[config.mk]
export PLATFORM = sky130hd
export DESIGN_NAME = keypad_code_lock_unit_flat
export DESIGN_NICKNAME = d
export VERILOG_FILES = /design/src/design/kcl_pkg.sv /design/src/design/kcl_if.sv /design/src/design/kcl_step.sv /design/src/design/keypad_code_lock_unit.sv /design/src/flat_wrapper.sv
export SDC_FILE = /design/constraint.sdc
export NUM_CORES = 1
export LEC_CHECK = 0
export CORE_MARGIN = 2
export CORE_UTILIZATION = 65
export CTS_BUF_LIST = sky130_fd_sc_hd__clkbuf_2
export CTS_CLUSTER_DIAMETER = 40
export DETAILED_ROUTE_END_ITERATION = 8
export DONT_BUFFER_PORTS = 1
export PLACE_DENSITY = 0.81
export SETUP_SLACK_MARGIN = 0.02
export SYNTH_ARGS = -nofsm -noshare
export SYNTH_HDL_FRONTEND = slang
export SYNTH_SLANG_ARGS = --single-unit
[constraint.sdc]
create_clock -name clk -period 3.4 [get_ports clk]
set_clock_uncertainty 0.05 [all_clocks]
set_input_delay 0.51 -clock clk [delete_from_list [all_inputs] [get_ports clk]]
set_output_delay 0.51 -clock clk [all_outputs]
set_load 0.05 [all_outputs]
[src/design/kcl_pkg.sv]
// ----------------------------------------------------------------------------
// kcl_pkg
// Shared constants and types of the keypad code lock unit.
// ----------------------------------------------------------------------------
package kcl_pkg;

    localparam int KCL_MAX_DIGITS = 6;

    // command codes
    localparam logic [1:0] CMD_KEY    = 2'd0;
    localparam logic [1:0] CMD_UNLOCK = 2'd1;
    localparam logic [1:0] CMD_CHANGE = 2'd2;

    // key codes
    localparam logic [3:0] KEY_HASH = 4'd10;
    localparam logic [3:0] KEY_STAR = 4'd11;

    // session modes
    localparam logic [1:0] MODE_IDLE   = 2'd0;
    localparam logic [1:0] MODE_UNLOCK = 2'd1;
    localparam logic [1:0] MODE_CHANGE = 2'd2;

    // event codes
    localparam logic [3:0] EV_DIGIT    = 4'd0;
    localparam logic [3:0] EV_IGNORED  = 4'd1;
    localparam logic [3:0] EV_UNLOCK   = 4'd2;
    localparam logic [3:0] EV_WRONG    = 4'd3;
    localparam logic [3:0] EV_SHORT    = 4'd4;
    localparam logic [3:0] EV_FIRST    = 4'd5;
    localparam logic [3:0] EV_SAVED    = 4'd6;
    localparam logic [3:0] EV_MISMATCH = 4'd7;
    localparam logic [3:0] EV_RESTART  = 4'd8;
    localparam logic [3:0] EV_CANCEL   = 4'd9;
    localparam logic [3:0] EV_STARTED  = 4'd10;

    // code after reset: digits 1 2 3 4 5 6, first digit in the lowest nibble
    localparam logic [23:0] RESET_CODE       = 24'h654321;
    localparam int          RESET_CODE_COUNT = 6;
    localparam logic [2:0]  MIN_LEN_RESET    = 3'd4;

    typedef struct packed {
        logic [3:0] event_res;
        logic [2:0] entered_length;
        logic [1:0] mode_now;
        logic       confirm_step;
    } kcl_result_t;

endpackage

[src/design/kcl_if.sv]
// ----------------------------------------------------------------------------
// kcl_in_if / kcl_out_if
// Valid/ready channels for key events and lock results.
// ----------------------------------------------------------------------------
interface kcl_in_if;
    logic       valid;
    logic       ready;
    logic [1:0] command;
    logic [3:0] key_code;

    modport source (output valid, output command, output key_code, input ready);
    modport sink   (input valid, input command, input key_code, output ready);
endinterface

interface kcl_out_if;
    logic       valid;
    logic       ready;
    logic [3:0] event_res;
    logic [2:0] entered_length;
    logic [1:0] mode_now;
    logic       confirm_step;

    modport source (output valid, output event_res, output entered_length,
                    output mode_now, output confirm_step, input ready);
    modport sink   (input valid, input event_res, input entered_length,
                    input mode_now, input confirm_step, output ready);
endinterface

[src/design/kcl_step.sv]
// ----------------------------------------------------------------------------
// kcl_step
// Next-state and result logic for one key event.
// ----------------------------------------------------------------------------
module kcl_step
    import kcl_pkg::*;
#(
    parameter int MAX_DIGITS = KCL_MAX_DIGITS,
    parameter int CNT_W      = 3,
    parameter int CODE_W     = 24
)
(
    input  logic [1:0]        command,
    input  logic [3:0]        key_code,
    input  logic [2:0]        min_len,
    input  logic [1:0]        mode,
    input  logic              confirm,
    input  logic [CODE_W-1:0] entry_digits,
    input  logic [CNT_W-1:0]  entry_count,
    input  logic [CODE_W-1:0] first_digits,
    input  logic [CNT_W-1:0]  first_count,
    input  logic [CODE_W-1:0] stored_code,
    input  logic [CNT_W-1:0]  stored_count,
    output logic [1:0]        mode_next,
    output logic              confirm_next,
    output logic [CODE_W-1:0] entry_digits_next,
    output logic [CNT_W-1:0]  entry_count_next,
    output logic [CODE_W-1:0] first_digits_next,
    output logic [CNT_W-1:0]  first_count_next,
    output logic [CODE_W-1:0] stored_code_next,
    output logic [CNT_W-1:0]  stored_count_next,
    output kcl_result_t       result
);

    logic             unlock_match;
    logic             repeat_match;
    logic [2:0]       need;
    logic [3:0]       ev;
    logic [CODE_W-1:0] appended;

    // per-digit compare, digits at or past the count do not matter
    always_comb
    begin
        unlock_match = (entry_count == stored_count);
        repeat_match = (entry_count == first_count);
        for (int i = 0; i < MAX_DIGITS; i++)
        begin
            if (CNT_W'(i) < entry_count)
            begin
                if (entry_digits[4*i +: 4] != stored_code[4*i +: 4])
                    unlock_match = 1'b0;
                if (entry_digits[4*i +: 4] != first_digits[4*i +: 4])
                    repeat_match = 1'b0;
            end
        end
    end

    always_comb
    begin
        appended = entry_digits;
        for (int i = 0; i < MAX_DIGITS; i++)
        begin
            if (CNT_W'(i) == entry_count)
                appended[4*i +: 4] = key_code;
        end
    end

    assign need = (min_len == 3'd0) ? 3'd1 : min_len;

    always_comb
    begin
        mode_next         = mode;
        confirm_next      = confirm;
        entry_digits_next = entry_digits;
        entry_count_next  = entry_count;
        first_digits_next = first_digits;
        first_count_next  = first_count;
        stored_code_next  = stored_code;
        stored_count_next = stored_count;
        ev                = EV_IGNORED;

        case (command)
            CMD_UNLOCK, CMD_CHANGE:
            begin
                mode_next         = (command == CMD_UNLOCK) ? MODE_UNLOCK : MODE_CHANGE;
                confirm_next      = 1'b0;
                entry_digits_next = '0;
                entry_count_next  = '0;
                first_digits_next = '0;
                first_count_next  = '0;
                ev                = EV_STARTED;
            end
            CMD_KEY:
            begin
                if (mode != MODE_IDLE)
                begin
                    if (key_code inside {[4'd0:4'd9]})
                    begin
                        if (entry_count < CNT_W'(MAX_DIGITS))
                        begin
                            entry_digits_next = appended;
                            entry_count_next  = entry_count + CNT_W'(1);
                            ev                = EV_DIGIT;
                        end
                    end
                    else if (key_code == KEY_STAR)
                    begin
                        entry_digits_next = '0;
                        entry_count_next  = '0;
                        confirm_next      = 1'b0;
                        if (mode == MODE_CHANGE && confirm)
                        begin
                            ev = EV_RESTART;
                        end
                        else
                        begin
                            mode_next         = MODE_IDLE;
                            first_digits_next = '0;
                            first_count_next  = '0;
                            ev                = EV_CANCEL;
                        end
                    end
                    else if (key_code == KEY_HASH)
                    begin
                        if (mode == MODE_UNLOCK)
                        begin
                            mode_next         = MODE_IDLE;
                            confirm_next      = 1'b0;
                            entry_digits_next = '0;
                            entry_count_next  = '0;
                            first_digits_next = '0;
                            first_count_next  = '0;
                            ev                = unlock_match ? EV_UNLOCK : EV_WRONG;
                        end
                        else if (entry_count < CNT_W'(need))
                        begin
                            ev = EV_SHORT;
                        end
                        else if (!confirm)
                        begin
                            first_digits_next = entry_digits;
                            first_count_next  = entry_count;
                            entry_digits_next = '0;
                            entry_count_next  = '0;
                            confirm_next      = 1'b1;
                            ev                = EV_FIRST;
                        end
                        else
                        begin
                            // buffers hold zeros past their count, so no mask needed
                            if (repeat_match)
                            begin
                                stored_code_next  = first_digits;
                                stored_count_next = first_count;
                                ev                = EV_SAVED;
                            end
                            else
                            begin
                                ev = EV_MISMATCH;
                            end
                            mode_next         = MODE_IDLE;
                            confirm_next      = 1'b0;
                            entry_digits_next = '0;
                            entry_count_next  = '0;
                            first_digits_next = '0;
                            first_count_next  = '0;
                        end
                    end
                end
            end
            default:
            begin
                ev = EV_IGNORED;
            end
        endcase
    end

    assign result.event_res      = ev;
    assign result.entered_length = 3'(entry_count_next);
    assign result.mode_now       = mode_next;
    assign result.confirm_step   = confirm_next;

endmodule

[src/design/keypad_code_lock_unit.sv]
// ----------------------------------------------------------------------------
// keypad_code_lock_unit
// Keypad code lock: unlock and change-code sessions over a key event stream.
// ----------------------------------------------------------------------------
// path: input transaction held in the input register, then its result in the result
//   register; throughput: one transaction per cycle while res_out.ready is high (a stalled result stalls both)
// the rate is set by the combinational next-state logic behind the input register
// reset: session idle, buffers cleared, stored code 123456, min length 4
// ----------------------------------------------------------------------------
module keypad_code_lock_unit
    import kcl_pkg::*;
#(
    parameter int MAX_DIGITS = KCL_MAX_DIGITS
)
(
    input  logic             clk,
    input  logic             rst_n,
    input  logic             cfg_we,
    input  logic [2:0]       cfg_data,
    kcl_in_if.sink           key_in,
    kcl_out_if.source        res_out
);

    localparam int CNT_MAX = (MAX_DIGITS > RESET_CODE_COUNT) ? MAX_DIGITS : RESET_CODE_COUNT;
    localparam int CNT_W   = $clog2(CNT_MAX + 1);
    localparam int CODE_W  = 4 * MAX_DIGITS;

    logic [2:0]        min_len_reg;
    logic              in_valid_reg;
    logic [1:0]        command_reg;
    logic [3:0]        key_reg;
    logic              out_valid_reg;
    kcl_result_t       result_reg;

    logic [1:0]        mode_reg,         mode_next;
    logic              confirm_reg,      confirm_next;
    logic [CODE_W-1:0] entry_digits_reg, entry_digits_next;
    logic [CNT_W-1:0]  entry_count_reg,  entry_count_next;
    logic [CODE_W-1:0] first_digits_reg, first_digits_next;
    logic [CNT_W-1:0]  first_count_reg,  first_count_next;
    logic [CODE_W-1:0] stored_code_reg,  stored_code_next;
    logic [CNT_W-1:0]  stored_count_reg, stored_count_next;
    kcl_result_t       result_next;

    logic              advance;

    // input register moves into the result register when that one is free
    assign advance      = in_valid_reg && (!out_valid_reg || res_out.ready);
    assign key_in.ready = !in_valid_reg || advance;

    always_ff @(posedge clk or negedge rst_n)
    begin
        if (!rst_n)
            min_len_reg <= MIN_LEN_RESET;
        else if (cfg_we)
            min_len_reg <= cfg_data;
    end

    always_ff @(posedge clk or negedge rst_n)
    begin
        if (!rst_n)
        begin
            in_valid_reg <= 1'b0;
        end
        else if (key_in.ready)
        begin
            in_valid_reg <= key_in.valid;
        end
    end

    always_ff @(posedge clk)
    begin
        if (key_in.valid && key_in.ready)
        begin
            command_reg <= key_in.command;
            key_reg     <= key_in.key_code;
        end
    end

    kcl_step #(
        .MAX_DIGITS (MAX_DIGITS),
        .CNT_W      (CNT_W),
        .CODE_W     (CODE_W)
    ) u_step (
        .command           (command_reg),
        .key_code          (key_reg),
        .min_len           (min_len_reg),
        .mode              (mode_reg),
        .confirm           (confirm_reg),
        .entry_digits      (entry_digits_reg),
        .entry_count       (entry_count_reg),
        .first_digits      (first_digits_reg),
        .first_count       (first_count_reg),
        .stored_code       (stored_code_reg),
        .stored_count      (stored_count_reg),
        .mode_next         (mode_next),
        .confirm_next      (confirm_next),
        .entry_digits_next (entry_digits_next),
        .entry_count_next  (entry_count_next),
        .first_digits_next (first_digits_next),
        .first_count_next  (first_count_next),
        .stored_code_next  (stored_code_next),
        .stored_count_next (stored_count_next),
        .result            (result_next)
    );

    always_ff @(posedge clk or negedge rst_n)
    begin
        if (!rst_n)
        begin
            mode_reg         <= MODE_IDLE;
            confirm_reg      <= 1'b0;
            entry_digits_reg <= '0;
            entry_count_reg  <= '0;
            first_digits_reg <= '0;
            first_count_reg  <= '0;
            stored_code_reg  <= CODE_W'(RESET_CODE);
            stored_count_reg <= CNT_W'(RESET_CODE_COUNT);
        end
        else if (advance)
        begin
            mode_reg         <= mode_next;
            confirm_reg      <= confirm_next;
            entry_digits_reg <= entry_digits_next;
            entry_count_reg  <= entry_count_next;
            first_digits_reg <= first_digits_next;
            first_count_reg  <= first_count_next;
            stored_code_reg  <= stored_code_next;
            stored_count_reg <= stored_count_next;
        end
    end

    always_ff @(posedge clk or negedge rst_n)
    begin
        if (!rst_n)
            out_valid_reg <= 1'b0;
        else if (advance)
            out_valid_reg <= 1'b1;
        else if (res_out.ready)
            out_valid_reg <= 1'b0;
    end

    always_ff @(posedge clk)
    begin
        if (advance)
            result_reg <= result_next;
    end

    assign res_out.valid          = out_valid_reg;
    assign res_out.event_res      = result_reg.event_res;
    assign res_out.entered_length = result_reg.entered_length;
    assign res_out.mode_now       = result_reg.mode_now;
    assign res_out.confirm_step   = result_reg.confirm_step;

`ifndef NO_ASSERTIONS
    a_idle_empty: assert property (@(posedge clk) disable iff (!rst_n)
        (mode_reg == MODE_IDLE) |-> (entry_count_reg == '0 && !confirm_reg))
        else $error("idle session holds entry digits or confirm flag");

    a_confirm_change: assert property (@(posedge clk) disable iff (!rst_n)
        confirm_reg |-> (mode_reg == MODE_CHANGE))
        else $error("confirm flag set outside change session");

    a_count_bound: assert property (@(posedge clk) disable iff (!rst_n)
        entry_count_reg <= CNT_W'(MAX_DIGITS))
        else $error("entry count beyond buffer depth");

    a_stored_nonempty: assert property (@(posedge clk) disable iff (!rst_n)
        stored_count_reg != '0)
        else $error("empty code stored");

    a_advance_result: assert property (@(posedge clk) disable iff (!rst_n)
        advance |=> out_valid_reg)
        else $error("result lost after transaction moved out of input register");
`endif

endmodule
[src/flat_wrapper.sv]
// flat-port wrapper written by rule: the top's interface ports become plain ports
module keypad_code_lock_unit_flat import kcl_pkg::*;
#(
    parameter int MAX_DIGITS = KCL_MAX_DIGITS
)
  (clk, rst_n, cfg_we, cfg_data, key_in_valid, key_in_command, key_in_key_code, key_in_ready, res_out_valid, res_out_event_res, res_out_entered_length, res_out_mode_now, res_out_confirm_step, res_out_ready);
  kcl_in_if key_in_i ();
  kcl_out_if res_out_i ();
  input  logic clk;
  input  logic rst_n;
  input  logic cfg_we;
  input  logic [2:0] cfg_data;
  input wire logic [$bits(key_in_i.valid)-1:0] key_in_valid;
  input wire logic [$bits(key_in_i.command)-1:0] key_in_command;
  input wire logic [$bits(key_in_i.key_code)-1:0] key_in_key_code;
  output wire logic [$bits(key_in_i.ready)-1:0] key_in_ready;
  output wire logic [$bits(res_out_i.valid)-1:0] res_out_valid;
  output wire logic [$bits(res_out_i.event_res)-1:0] res_out_event_res;
  output wire logic [$bits(res_out_i.entered_length)-1:0] res_out_entered_length;
  output wire logic [$bits(res_out_i.mode_now)-1:0] res_out_mode_now;
  output wire logic [$bits(res_out_i.confirm_step)-1:0] res_out_confirm_step;
  input wire logic [$bits(res_out_i.ready)-1:0] res_out_ready;
  assign key_in_i.valid = key_in_valid;
  assign key_in_i.command = key_in_command;
  assign key_in_i.key_code = key_in_key_code;
  assign key_in_ready = key_in_i.ready;
  assign res_out_valid = res_out_i.valid;
  assign res_out_event_res = res_out_i.event_res;
  assign res_out_entered_length = res_out_i.entered_length;
  assign res_out_mode_now = res_out_i.mode_now;
  assign res_out_confirm_step = res_out_i.confirm_step;
  assign res_out_i.ready = res_out_ready;
  keypad_code_lock_unit #(.MAX_DIGITS(MAX_DIGITS)) u_core (.clk(clk), .rst_n(rst_n), .cfg_we(cfg_we), .cfg_data(cfg_data), .key_in(key_in_i), .res_out(res_out_i));
endmodule
# Yosys cells after proc, flatten, opt, wreduce, memory -nomap -nowiden

Cells that the tools add are included.

Bits in registers: 105
Latch bits: 0
Bits in writable memories: 0
ROM bits: 0
Output and inout bits: 12
Word-level logic and storage cells: 196
Memories: 0

Add/sub/neg operators: 1
Multiply operators: 0
Divide/modulo/power cells: 0
$lt $le $gt $ge: 10
Equality and inequality tests: 39
Shifts and indexed selects: 0
Multiplexer cells: 97
Bitwise gates (word level): 4
Reductions and logical operators: 23

Operator list:

| operator                                                  | count |
|---|---|
| two-way mux 24 bit                                        | 15 |
| one-hot mux 24 bit (2 select lines)                       | 2 |
| two-way mux 3 bit                                         | 18 |
| AND reduction 7 bit                                       | 7 |
| != test 4 bit                                             | 12 |
| two-way mux 1 bit                                         | 37 |
| two-way mux 4 bit                                         | 9 |
| != test 3 bit, second input constant                      | 9 |
| two-way mux 2 bit                                         | 11 |
| one-hot mux 3 bit (2 select lines)                        | 2 |
| AND reduction 10 bit                                      | 1 |
| == test 4 bit, second input constant                      | 2 |
| != test 4 bit, second input constant                      | 2 |
| one-hot mux 4 bit (2 select lines)                        | 1 |
| == test 2 x 3 -> 1 bit, first input constant              | 2 |
| == test 3 bit                                             | 2 |
| == test 3 bit, first input constant                       | 2 |
| zero test 3 bit                                           | 2 |
| less-than comparator 1 x 3 -> 1 bit, first input constant | 2 |
| less-than comparator 2 x 3 -> 1 bit, first input constant | 2 |
| less-than comparator 3 bit, first input constant          | 2 |
| nonzero test 2 bit                                        | 3 |
| != test 5 bit, second input constant                      | 1 |
| == test 2 x 1 -> 1 bit, second input constant             | 2 |
| other kinds (16)                                          | 26 |

# Logic depth before layout (Yosys ltp)

Gate-level depths: netlist (run 1).

Depth in word-level cells: 22
Gate-level depth with buffers: 11
Mapped depth without buffers: 11

# Hierarchy

From an unflattened synthesis (run 1), not the netlist that was laid out.

Cell total of the unflattened synthesis: 593
Area total of the unflattened synthesis: 6635.1 um^2

By module, submodules not included:

| module                | times used | cells an instance | area each (um^2) |
|---|---|---|---|
| keypad_code_lock_unit | 1          | 208               | 4018.9 |
| kcl_step              | 1          | 385               | 2616.3 |

# Worst setup path after synthesis (run 1)

OpenSTA, ideal clock, no wires.

Path type: reg-to-reg
Start: register u_core.entry_count_reg[1]
End: register u_core.confirm_reg
Arrival time: 2.200 ns
Setup slack: 1.025 ns
Stages on the path, launching flop included: 11
Path buffers: 0
Cells stage by stage: dfrtp_1 -> ha_1 -> a21boi_1 -> o21a_1 -> or2_4 -> ha_1 -> nand3b_1 -> a31oi_1 -> o21ai_0 -> nand2_1 -> mux2_2

Cells in the longest elaborated chain, start to end: 8

RTL lines:

| what                               | RTL line                     | RTL |
|---|---|---|
| start: declaration                 | keypad_code_lock_unit.sv:38  | `logic [CNT_W-1:0] entry_count_reg, entry_count_next;` |
| start signal: assignment           | keypad_code_lock_unit.sv:125 | `entry_count_reg <= entry_count_next;` |
| less-than comparator 3 bit         | kcl_step.sv:135              | `else if (entry_count < CNT_W'(need))` |
| two-way mux 1 bit                  | kcl_step.sv:135              |  |
| two-way mux 1 bit                  | kcl_step.sv:125              | `if (mode == MODE_UNLOCK)` |
| two-way mux 1 bit                  | kcl_step.sv:123              | `else if (key_code == KEY_HASH)` |
| two-way mux 1 bit                  | kcl_step.sv:106              | `else if (key_code == KEY_STAR)` |
| two-way mux 1 bit                  | kcl_step.sv:97               | `if (key_code inside {[4'd0:4'd9]})` |
| two-way mux 1 bit                  | kcl_step.sv:95               | `if (mode != MODE_IDLE)` |
| one-hot mux 1 bit (2 select lines) | kcl_step.sv:82               | `case (command)` |
| net u_core.confirm_next            | keypad_code_lock_unit.sv:36  | `logic confirm_reg, confirm_next;` |
| end signal: assignment             | keypad_code_lock_unit.sv:123 | `confirm_reg <= confirm_next;` |
| end: declaration                   | keypad_code_lock_unit.sv:36  |  |

The timed path passes the listed nets, and every way through them passes these cells.
A chain may end at the register's enable or synchronous reset.

# Worst setup path in the final report (run 1)

Start: register u_core.entry_count_reg[0]
End: register u_core.confirm_reg

Same word-level chain as after synthesis.

==> results.ini, run 1 <==
[floorplanning]
rows = 34
die_w_um = 97.7
fp.coreArea_sq_um = 8590
die_h_um = 97.7
dieArea_sq_um = 9540
start_util_pct = 66.4
io_pins = 26

[setup_path]
path_cells = clkinv_2, a21boi_1, o21a_1, or2_4, ha_1, nand3b_1, a31oi_1, o21ai_0, nand2_1, mux2_2
r2r_end = u_core.confirm_reg$_DFFE_PN0P_
crit_cells = 10
cp_slowest_stage_delay_ps = 870
r2r_start = u_core.entry_count_reg[0]$_DFFE_PN0P_
arrival_ps = 3390
r2r_cells = 10
crit_end = u_core.confirm_reg$_DFFE_PN0P_
crit_type = reg -> reg
critPathLaunchType = register
crit_required_ps = 3830
critPathMaxFanout = 17
cp-end-kind = register
rrSetupSlack_ps = 440
critPathSlowestCell = dfrtp_1
cp_top_family = flip-flops
startpoint = u_core.entry_count_reg[0]$_DFFE_PN0P_
critPathBufInv = 1

[timing]
fin_crit_sh_pct = 87.1
finalMaxSlewViolations = 0
rsz0062_at_grt = no
setup_tns_ps = 0
setup_violations = 0
max_freq_mhz = 338
final-hold-violation-count = 0
worst_pin_slew_ps = 745
fin_crit_ps = 2960
max_slew_margin_pct = 49.8

[clock_tree]
clk_pin_slew_ps = 270
clock_path_buffers = 2
cts_resized = 0
cts_buffers = 9
clock_latency_ps = 560
numClockSinks = 105
h-tree-depth = 3
cts_tree = yes
cts-root-buf = clkbuf_2

[cells_and_area]
nNetsFinal = 582
fillers = 628
finalNonFillerCells = 673
final_layout_size_suffix_gt1_share_pct = 12.9
areaGrowthSynthToFinish_pct = 4.92
seq_area_sq_um = 2720
multi_input_area_sq_um = 2590
num_antenna_cells = 0

[detailed_routing]
num_vias = 4077
drt-initial-drc-count = 326
drc = 0
ant_nets = 0
dr.pass1.iters = 6
via_per_inst = 6.06
routedWlPerCell_um = 18.1
routed_wl_mm = 12.2

[global_routing]
grt.total_usage_pct = 27.1
met3_usage_pct = 5.11
grt_overflow_total = 0
grt_pass1_vias = 4193
use_met1_pct = 38.4
busiest_layer = met2
grt_use_met2_pct = 42.0
grt_max_degree = 90
antenna_found_initial = 0
grt_pass1_wl_mm = 20.7

[synth]
synth_adder_area_share_pct = 1.76
synth_top_area_share_pct = 33.8
seq_area_frac_synth_pct = 47.8
ys_types = 58
netlist_top_cells_area = dfrtp_1 (34%), edfxtp_1 (8.4%), xnor2_1 (6.0%), dfstp_2 (5.5%), mux2_4 (5.3%)
synth_xor_area_share_pct = 7.83
synthSimpleGateAreaFrac_pct = 12.6
yosysTopAreaCell = dfrtp_1
avgSynthCellArea_sq_um = 10.3
yosys_warnings = 0
muxShareOfSynthArea_pct = 12.0
syn-num-nets = 574
synth_commonest_cells = dfrtp_1 (77), nand2_1 (72), inv_1 (58)
synthFlopType = dfrtp_1
syn_inst = 552
synth_top_family_by_area = simple AND/OR/NAND/NOR gates
yosysMostFrequentCell = dfrtp_1
synth-compound-area-share_pct = 11.0
netlist_area_sq_um = 5700
ys_async_sr_fraction_pct = 84.8
synth-edff-count = 16
ys_ff_latch = 105

[power_and_ir_drop]
p_per_area_nw_per_um2 = 430
p_leak_nw = 2.58
power_mw = 2.57
ir_drop_uv = 317

[place]
hpwl_mm = 8.47
dp_cells = 644
place.gp.congestion = 1.02
numPortBuffers = 0

[run]
drv_cap = 0

[outcome]
status = finished, final reports clean

[worst_hold_path]
hold_path_class = in -> reg

[repair_timing]
action / 4_1_cts / 5_1_grt
hold buffers: 13 / 0
buffers inserted: 0 / 0
endpoints found under the hold margin: 99 / 0
[stage by stage]
stage          instance area, sq um  hold slack, ps  utilization, %  setup WS [ps]
4_1_cts                        5980           0.279            69.6            492
3_3_place_gp                   5740             169            66.8            677
6_report                       5980            36.6            69.6            438
5_1_grt                        5980            5.14            69.6            190
2_1_floorplan                  5700             164               -           1030
3_5_place_dp                   5740             169            66.8            541
[worst min path at each step]
stage,startpoint,to,slack (ps),cells after the start
after floorplan,rst_n,u_core.confirm_reg$_DFFE_PN0P_,160,0
after global placement,rst_n,u_core.stored_code_reg[1]$_DFFE_PN0P_,170,0
after detailed placement,rst_n,u_core.stored_code_reg[1]$_DFFE_PN0P_,170,0
after CTS,cfg_we,u_core.min_len_reg[0]$_DFFE_PN0P_,0.3,1
after global routing,cfg_we,u_core.min_len_reg[0]$_DFFE_PN0P_,5,1
final,cfg_we,u_core.min_len_reg[0]$_DFFE_PN0P_,40,1
[metal layers]
metal / vias up / share of wire, %
met5: - / 0
met4: 0 / 2.4
met3: 28 / 7.3
met2: 159 / 47
met1: 1992 / 44
li1: 1898 / -
[cell families (layout without fill, tap and decap cells)]
| kind of cell | after synthesis | in the layout |
|---|---|---|
| buf+inv | 83 | 96 |
| mux | 57 | 57 |
| compound gates | 101 | 101 |
| xor+xnor | 51 | 51 |
| simple gates | 147 | 147 |
| flops | 105 | 105 |
| fa+ha+maj | 8 | 8 |
[power breakdown]
| group | switching (mW) | internal [mW] | total, mW | leakage [nW] |
|---|---|---|---|---|
| clock network | 0.411 | 0.0934 | 0.505 | 0.0492 |
| logic | 0.363 | 0.215 | 0.578 | 1.19 |
| registers | 0.139 | 1.35 | 1.49 | 1.34 |
[placed cells by master (no fill, tap or decap), types with 2 or more instances in the layout]
cell type      netlist  routed
o41ai_1              3       3
clkbuf_2             0       9
a21oi_1             17      16
xor2_1              12      12
o221ai_1             2       2
o31ai_1              4       4
inv_1               58      58
a31oi_1              9       9
clkinv_1             0       2
nand4_1              9       9
edfxtp_1            16      16
nor2_1              12      12
ha_1                 8       8
o21a_1               4       4
dfrtp_1             77      77
nor4_1               3       3
nand2_1             72      72
nor3_1               7       7
o21ai_0             41      41
mux2_4              20      20
clkinvlp_4           0       3
nor2b_1              4       4
a41oi_1              5       5
xnor2_1             39      39
dlygate4sd3_1        0      12
clkinv_4             0       2
buf_4                1       7
mux2i_1             28      28
or3_1                2       2
mux2_2               9       9
dfstp_2             12      12
nand2b_1             5       5
and2_1               7       7
and3_1               3       3
nand3_1             11      11
o211ai_1             5       5
nand3b_1             2       2
[area by class of cell]
| cell class | instances | area share (%) |
|---|---|---|
| inverters | 59 | 3.72 |
| clock inverters | 7 | 0.795 |
| well taps | 108 | 2.26 |
| repair buffers | 21 | 3.68 |
| multi-input cells | 364 | 43.3 |
| clock buffers | 9 | 0.753 |
| flip-flops and latches | 105 | 45.5 |
(Power assumes the default switching activity.)
==> run 2, diff against run 1 <==
--- a/config.mk
+++ b/config.mk
@@ -5,13 +5,14 @@
 export SDC_FILE = /design/constraint.sdc
 export NUM_CORES = 1
 export LEC_CHECK = 0
+export CAP_MARGIN = 20
 export CORE_MARGIN = 2
-export CORE_UTILIZATION = 65
+export CORE_UTILIZATION = 60
 export CTS_BUF_LIST = sky130_fd_sc_hd__clkbuf_2
 export CTS_CLUSTER_DIAMETER = 40
 export DETAILED_ROUTE_END_ITERATION = 8
 export DONT_BUFFER_PORTS = 1
-export PLACE_DENSITY = 0.81
+export PLACE_DENSITY = 0.79
 export SETUP_SLACK_MARGIN = 0.02
 export SYNTH_ARGS = -nofsm -noshare
 export SYNTH_HDL_FRONTEND = slang
==> constraint.sdc (replaced) <==
create_clock -name clk -period 2.6 [get_ports clk]
set_clock_uncertainty 0.05 [all_clocks]
set_input_delay 0.39 -clock clk [delete_from_list [all_inputs] [get_ports clk]]
set_output_delay 0.39 -clock clk [all_outputs]
set_load 0.05 [all_outputs]
==> run 2 against run 1 <==
Utilization shrank 2.4 points. Worst hold slack gained 130 ps. Critical path depth shrank 3. Routed wire length grew 6.8%. Maximum frequency grew 21%. Flip-flop and latch count is the same. Non-clock buffer count grew 17. Sequential share of layout area shrank 1.7 points. Critical path type unchanged. Cell count grew 5.8%.
==> results.ini, run 2 (synthesis gave the netlist of run 1 again) <==
[outcome]
status = finished, final reports clean  ; unchanged

[setup_path]
critPathSlowestCell = dfrtp_1  ; unchanged
r2r_start = u_core.entry_count_reg[0]$_DFFE_PN0P_  ; unchanged
crit_type = reg -> reg  ; unchanged
cp_slowest_stage_delay_ps = 580  ; was 870 ps
startpoint = u_core.entry_count_reg[0]$_DFFE_PN0P_  ; unchanged
path_cells = nor2_1, a41oi_1, o31ai_1, nand4_1, nor3b_4, buf_12, mux2_2  ; was clkinv_2, a21boi_1, o21a_1, or2_4, ha_1, nand3b_1, a31oi_1, o21ai_0, nand2_1, mux2_2
r2r_end = u_core.stored_code_reg[10]$_DFFE_PN0P_  ; was u_core.confirm_reg$_DFFE_PN0P_
rrSetupSlack_ps = 140  ; was 440 ps
arrival_ps = 2860  ; was 3390 ps
r2r_cells = 7  ; was 10
cp-end-kind = register  ; unchanged
cp_top_family = simple AND/OR/NAND/NOR gates  ; was flip-flops
critPathMaxFanout = 14  ; was 17
crit_required_ps = 3000  ; was 3830 ps
critPathBufInv = 1  ; unchanged
critPathLaunchType = register  ; unchanged

[global_routing]
grt_max_degree = 90  ; unchanged
grt_pass1_wl_mm = 20.7  ; about the same
met3_usage_pct = 5.18  ; was 5.11%
grt_use_met2_pct = 42.7  ; was 42.0%
grt.total_usage_pct = 26.2  ; was 27.1%
use_met1_pct = 35.5  ; was 38.4%
antenna_found_initial = 1  ; was 0
grt_pass1_vias = 4162  ; was 4193
grt_overflow_total = 0  ; unchanged
busiest_layer = met2  ; unchanged

[power_and_ir_drop]
swShare_pct = 34.1  ; was 35.5%
switching_power_mw = 1.20  ; was 0.913 mW
seqPwrFrac_pct = 55.3  ; was 57.9%
intPower_mw = 2.31  ; was 1.66 mW
ir_drop_uv = 325  ; was 317 uV
p_leak_nw = 2.69  ; was 2.58 nW
power.share.clock_pct = 21.2  ; was 19.6%
combPwrFrac_pct = 23.5  ; was 22.5%
p_per_area_nw_per_um2 = 564  ; was 430 nW/um^2

[floorplanning]
start_util_pct = 61.7  ; was 66.4%
die_w_um = 101  ; was 97.7 um
fp.coreArea_sq_um = 9240  ; was 8590 sq um
rows = 35  ; was 34
io_pins = 26  ; unchanged
dieArea_sq_um = 10300  ; was 9540 sq um
die_h_um = 101  ; was 97.7 um

[detailed_routing]
dr.pass1.iters = 8  ; was 6
routed_wl_mm = 13.0  ; was 12.2 mm
num_vias = 4184  ; was 4077
drt-initial-drc-count = 360  ; was 326
via_per_inst = 5.88  ; was 6.06
ant_nets = 0  ; unchanged
routedWlPerCell_um = 18.2  ; was 18.1 um
drc = 0  ; unchanged

[timing]
final-hold-violation-count = 0  ; unchanged
fin_crit_sh_pct = 94.5  ; was 87.1%
worst_pin_slew_ps = 593  ; was 745 ps
finalMaxSlewViolations = 0  ; unchanged
setup_ws_ps = 143  ; was 438 ps
max_freq_mhz = 407  ; was 338 MHz
fin_crit_ps = 2460  ; was 2960 ps
max_slew_margin_pct = 60.1  ; was 49.8%
setup_violations = 0  ; unchanged
setup_tns_ps = 0  ; unchanged
rsz0062_at_grt = no  ; unchanged

[clock_tree]
numClockSinks = 105  ; unchanged
clock_path_buffers = 2  ; unchanged
cts_tree = yes  ; unchanged
clk_pin_slew_ps = 290  ; was 270 ps
cts-root-buf = clkbuf_2  ; unchanged
cts_buffers = 9  ; unchanged
clock_latency_ps = 570  ; was 560 ps
h-tree-depth = 3  ; unchanged

[cells_and_area]
layout_common_cells = dfrtp_1 (76), nand2_1 (72), inv_1 (58)  ; was dfrtp_1 (77), nand2_1 (72), inv_1 (58)
final_common_cell = dfrtp_1  ; unchanged
nNetsFinal = 599  ; was 582
seq_area_sq_um = 2720  ; about the same
multi_input_area_sq_um = 2600  ; was 2590 sq um
fillers = 711  ; was 628
final_layout_size_suffix_gt1_share_pct = 15.6  ; was 12.9%
final_util_pct = 67.2  ; was 69.6%
areaGrowthSynthToFinish_pct = 8.93  ; was 4.92%

[worst_hold_path]
min_to = u_core.command_reg[0]$_DFFE_PP_  ; was u_core.min_len_reg[0]$_DFFE_PN0P_
min-delay-start = key_in_valid  ; was cfg_we
hold_path_class = in -> reg  ; unchanged
hold_path_depth = 1  ; unchanged

[place]
numPortBuffers = 0  ; unchanged
dp_slack_ps = 195  ; was 541 ps
hpwl_mm = 8.68  ; was 8.47 mm
place.gp.congestion = 0.931  ; was 1.02

[run]
drv_cap = 0  ; unchanged

## run 2: changes by cell type in the layout (fill, tap and decap cells not counted), moves of 2 or more
cell and change:
buf_4 +12, buf_12 +2, dlygate4sd3_1 +2, clkinv_2 +2, clkinv_4 -2
## run 2: metrics by stage
| stage | total power [mW] | hold slack [ps] | std cells | instance area [sq um] |
|---|---|---|---|---|
| floorplan | 2.49 | 44.4 | 552 | 5700 |
| global placement | 2.69 | 47.5 | 676 | 5880 |
| detailed placement | 2.71 | 47.3 | 676 | 5880 |
| CTS | 3.50 | 128 | 707 | 6150 |
| global route | 3.68 | 119 | 712 | 6210 |
| finish | 3.51 | 165 | 712 | 6210 |
## run 2: final cells by class
class | count | area share [%]
Clock buffer | 10 | 0.806
Multi-Input combinational cell | 364 | 41.8
Inverter | 59 | 3.59
Tap cell | 129 | 2.60
Timing Repair Buffer | 38 | 6.37
Antenna cell | 1 | 0.0403
Sequential cell | 105 | 43.9
Clock inverter | 6 | 0.947
## run 2: worst register-to-register path, cell delays in order, from the launching register on
cell and delay, ps:
dfrtp_1 580, nor2_1 240, a41oi_1 80, o31ai_1 260
nand4_1 210, nor3b_4 350, buf_12 220, mux2_2 350
## run 2: worst max-delay path by stage
stage	slack [ps]	cells after the start	to
global placement	270	11	u_core.confirm_reg$_DFFE_PN0P_
global route	20	7	u_core.stored_code_reg[10]$_DFFE_PN0P_
detailed placement	190	7	u_core.stored_code_reg[6]$_DFFE_PN0P_
floorplan	230	10	u_core.confirm_reg$_DFFE_PN0P_
CTS	140	7	u_core.stored_code_reg[10]$_DFFE_PN0P_
finish	140	7	u_core.stored_code_reg[10]$_DFFE_PN0P_
## run 2: power by group through the flow
stage | combinational, mW | sequential [mW] | clock (mW)
after floorplan | 0.562 | 1.92 | 0
after global placement | 0.733 | 1.96 | 0
after detailed placement | 0.749 | 1.96 | 0
after CTS | 0.804 | 1.93 | 0.763
after global routing | 0.893 | 1.95 | 0.830
final | 0.824 | 1.94 | 0.742
## run 2: repair_timing
item                       4_1_cts  5_1_grt
hold endpoints to repair       100        0
buffers inserted                 0        3
resized for setup                0        2
hold buffers                    15        0
setup endpoints to repair        0        2
## run 2: routing by layer
| layer | up-vias | share of wire [%] |
|---|---|---|
| met3 | 22 | 6.9 |
| met2 | 174 | 48 |
| li1 | 1937 | - |
| met4 | 0 | 2.1 |
| met1 | 2051 | 43 |
| met5 | - | 0 |
